--- src/rtl/core/csp_ram.sv ---
// ----------------------------------------------------------------------------
// csp_ram: generic simple dual port RAM
// One write port, one read port, read data registered.
// ----------------------------------------------------------------------------
module csp_ram #(
   parameter int WIDTH = 8,
   parameter int DEPTH = 16
) (
   input  logic                     clock,
   input  logic                     wr_en,
   input  logic [$clog2(DEPTH)-1:0] wr_addr,
   input  logic [WIDTH-1:0]         wr_data,
   input  logic [$clog2(DEPTH)-1:0] rd_addr,
   output logic [WIDTH-1:0]         rd_data
);

   logic [WIDTH-1:0] mem [DEPTH];
   logic [WIDTH-1:0] rd_data_ff;

   // Write port
   always_ff @(posedge clock) begin
      if (wr_en) begin
         mem[wr_addr] <= wr_data;
      end
   end

   // Registered read port
   always_ff @(posedge clock) begin
      rd_data_ff <= mem[rd_addr];
   end

   assign rd_data = rd_data_ff;

endmodule

--- config.mk ---
export PLATFORM = sky130hd
export DESIGN_NAME = csp_ram
export DESIGN_NICKNAME = d
export VERILOG_FILES = /design/src/rtl/core/csp_ram.sv
export SDC_FILE = /design/constraint.sdc
export NUM_CORES = 1
export LEC_CHECK = 0
export ABC_AREA = 0
export BUFFER_PORTS_ARGS = -buffer_cell sky130_fd_sc_hd__buf_4
export CORE_MARGIN = 5
export CORE_UTILIZATION = 36
export DETAILED_ROUTE_END_ITERATION = 10
export SLEW_MARGIN = 15
export SYNTH_ARGS = -nofsm -noshare
export SYNTH_HDL_FRONTEND = slang
export SYNTH_SLANG_ARGS = --single-unit
export TNS_END_PERCENT = 5
--- constraint.sdc ---
create_clock -name clock -period 2.35 [get_ports clock]
set_clock_uncertainty 0.1 [all_clocks]
set_input_delay 0.47 -clock clock [delete_from_list [all_inputs] [get_ports clock]]
set_output_delay 0.47 -clock clock [all_outputs]
set_load 0.1 [all_outputs]
# Word level (Yosys, flattened, before mapping)
# Memory sizes are Yosys's and may differ from the RTL's. A register that Yosys moved wholly into a read port is not among the register bits.
# Index checks and enable logic that the tools add are counted.
# Widths: inputs -> output; s select.
# op_classes
mux	2
# op_table
op	n
$mux 1	2
# totals
output_inout_bits	8
wordCells	3
register_bits	0
mem_count	1
input_bits	18
mem_bits_rw	128
# mem_list
memory	words	word_bits	read_ports	rd_ports_with_merged_regs	write_ports	line	source
mem	16	8	1	1	1	17	logic [WIDTH-1:0] mem [DEPTH];

# Longest topological paths before layout
# depth
ltp_word	2
mapped_depth	5
depth_no_buf	3

# Worst setup path after synthesis
# OpenSTA, ideal clock, no wires.
# synth_path
path_type	input to register
start	input wr_addr[2]
end	memory mem[0][0], enable pin
setup_ps	383
path_stages	2
arrival_ps	1580
slack_ps	287
cell_sequence	or3b_2 -> nor3_1
# synth_lines
element	line	source
from (decl)	11	input logic [$clog2(DEPTH)-1:0] wr_addr,
to (decl)	17	
# Straight into the memory's write port.

==> flow_metrics.tcl <==
set metrics [dict create \
    outcome "completed" \
    leakagePower_nw 2.10 \
    first_global_vias 2523 \
    multi_input_area_um2 1060 \
    gp_congestion 0.758 \
    portBuffers 25 \
    nFillCells 1163 \
    postCtsSetupRepairBufs 0 \
    seq_area_um2 4000 \
    post_drt_wl_per_cell_um 21.1 \
    pre_cts_ws_ns 0.114 \
    highest_layer "met4" \
    yosysUniqueCellTypes 19 \
    drt_iter0_drc 151 \
    die_h_um 130 \
    placementRows 43 \
    core_area_um2 13900 \
    start_util_pct 36.9 \
    rsz0062_at_grt "false" \
    cts_root_buf "clkbuf_16" \
    ys_ff_latch 136 \
    syn-cell-area_um2 5150 \
    post-route-min-period_ns 1.80 \
    ant_nets 0 \
    finalHoldViolCount 0 \
    dieArea_um2 16800 \
    maxSlewViolCount 0 \
    setup-tns-final_ns 0 \
    nets 302 \
    die_w_um 130 \
    clock_latency_ns 0.41 \
    cp_data_required_time_ns 2.52 \
    dp.final_hpwl_um 6650 \
    cts_buffers 17 \
    cts_buffer_depth 2 \
    clk_pin_slew_worst_paths_ns 0.05 \
    slew_headroom_pct 68.5 \
    drt_drc_violations_left 0 \
    critPathKind "primary input to flip-flop" \
    yosys_warnings 0 \
    cp_max_fo 17 \
    grt_max_degree 33 \
    grt_pass1_wl_um 15300 \
    antenna_found_initial 0 \
    setup_viol 0 \
    wl_met1_um 4690 \
    rr_endpoint "rd_data[0]" \
    max_freq_mhz 554 \
    endpoint_kind "flip-flop" \
    drt-pass1-iter-count 4 \
    syn-num-nets 247 \
    synth.yosys.seq_area_share_pct 77.8 \
    vias 2453 \
    r2r_slack_ns 0.78 \
    setup_ws_ns 0.546 \
    wl_met2_um 4780 \
    cap_violations 0 \
    synth_cells 229 \
    irDropWorstVdd_mv 0.443 \
    io_pins 26 \
    min_path_type "primary input to flip-flop" \
    hp-start "wr_data[1]" \
    drive_gt1_share_pct 29.6 \
    h-tree-depth 4 \
    crit_arrival_ns 1.97 \
    finalCritPeriodShare_pct 76.8 \
    syn_area_per_cell_um2 22.5 \
    cts_hold_buf 0 \
    wl_met3_um 493 \
    syn_to_final_growth_pct 20.6 \
    r2r_cells 3 \
    wl_um 10100 \
    tightestPinTransition_ns 0.472 \
    start_kind "primary input" \
    reg2reg_from "mem[1][0]" \
    grt.total_usage_pct 12.9 \
    p_per_area_nw_per_um2 908 \
    cts_resized 0 \
    grt-ovfl-total 0 \
    diodes 0 \
    clkSinkCount 136 \
    crit_start "rd_addr[0]" \
    cts_tree "done" \
    cp-endpoint "rd_data[0]" \
    vias_per_cell 5.14 \
]
[registers in the layout, summed over array words and instances (netlist names)]
| register | flops |
|---|---|
| rd_data | 8 |
| mem | 128 |
[cell usage in the layout, fill, tap and decap left out, drive strengths merged]
master | netlist | layout
a22oi | 16 | 16
and2 | 1 | 1
and2b | 1 | 1
buf | 7 | 46
bufinv | 0 | 2
clkbuf | 0 | 28
clkinv | 0 | 2
dfxtp | 8 | 8
edfxtp | 128 | 128
mux4 | 32 | 32
nand2 | 9 | 9
nand2b | 2 | 2
nand3 | 1 | 1
nand3b | 2 | 2
nor2 | 13 | 13
nor2b | 1 | 1
nor3 | 4 | 4
or3b | 1 | 1
[Yosys cell counts, drive strengths merged]
| cell | n | area share, % |
|---|---|---|
| mux4 | 32 | 15 |
| clkdlybuf4s25 | 3 | 0.58 |
| a22oi | 16 | 2.3 |
| nand3b | 2 | 0.29 |
| nor2b | 1 | 0.12 |
| buf | 7 | 1.1 |
| dfxtp | 8 | 3.1 |
| nor3 | 4 | 0.39 |
| and2 | 1 | 0.12 |
| nand3 | 1 | 0.097 |
| nand2 | 9 | 0.66 |
| or3b | 1 | 0.17 |
| edfxtp | 128 | 75 |
| and2b | 1 | 0.15 |
| nand2b | 2 | 0.24 |
| nor2 | 13 | 0.95 |
[per-stage QoR]
step,hold WS [ns],utilization [%],area [um^2],cells,total power [W]
2_1_floorplan,0.469,-,5150,229,0.00303
5_1_grt,0.273,44.6,6210,477,0.00583
4_1_cts,0.268,44.6,6210,477,0.00570
3_5_place_dp,0.567,40.5,5640,445,0.00318
6_report,0.281,44.6,6210,477,0.00564
3_3_place_gp,0.568,40.5,5640,445,0.00317
[routing by layer]
layer	vias to the layer above	global-route usage, %
met1	1294	17.6
met5	-	0
met2	64	19.5
met3	10	4.16
met4	0	5.13
li1	1085	-
[final cells by class]
class	count	area share (%)
Timing Repair Buffer	46	5.76
Multi-Input combinational cell	83	17.0
Clock inverter	4	1.11
Clock buffer	28	8.00
Tap cell	180	3.63
Sequential cell	136	64.5
[logic make-up (layout without fill, tap and decap cells)]
logic type             count (synthesis)  count (layout)  share of synthesized area (%)
AO/OA/AOI/OAI                         16              16                           2.33
AND/OR/NAND/NOR                       35              35                           3.18
flip-flops                           136             136                           77.8
buffers and inverters                 10              78                           1.68
multiplexers                          32              32                           15.0
[worst min-delay path by stage]
stage                 endpoint  slack, ns  depth (start not counted)
floorplan            mem[0][0]       0.47                          0
global placement    rd_data[5]       0.57                          3
detailed placement  rd_data[6]       0.57                          3
CTS                  mem[1][2]       0.27                          1
global route         mem[1][2]       0.27                          1
finish              mem[14][1]       0.28                          1
[power by group]
part	internal (W)	total, W	switching, W
Combinational	0.000128	0.000389	0.000262
Sequential	0.00271	0.00273	0.0000158
Clock	0.00164	0.00252	0.000875
Total	0.00448	0.00564	0.00115
[critical path: stages]
cell     delay, ns
buf_4         0.23
buf_12        0.22
mux4_1        0.57
a22oi_1       0.31
nand2_1       0.15
Note: power is estimated with default switching activity, not from simulation.
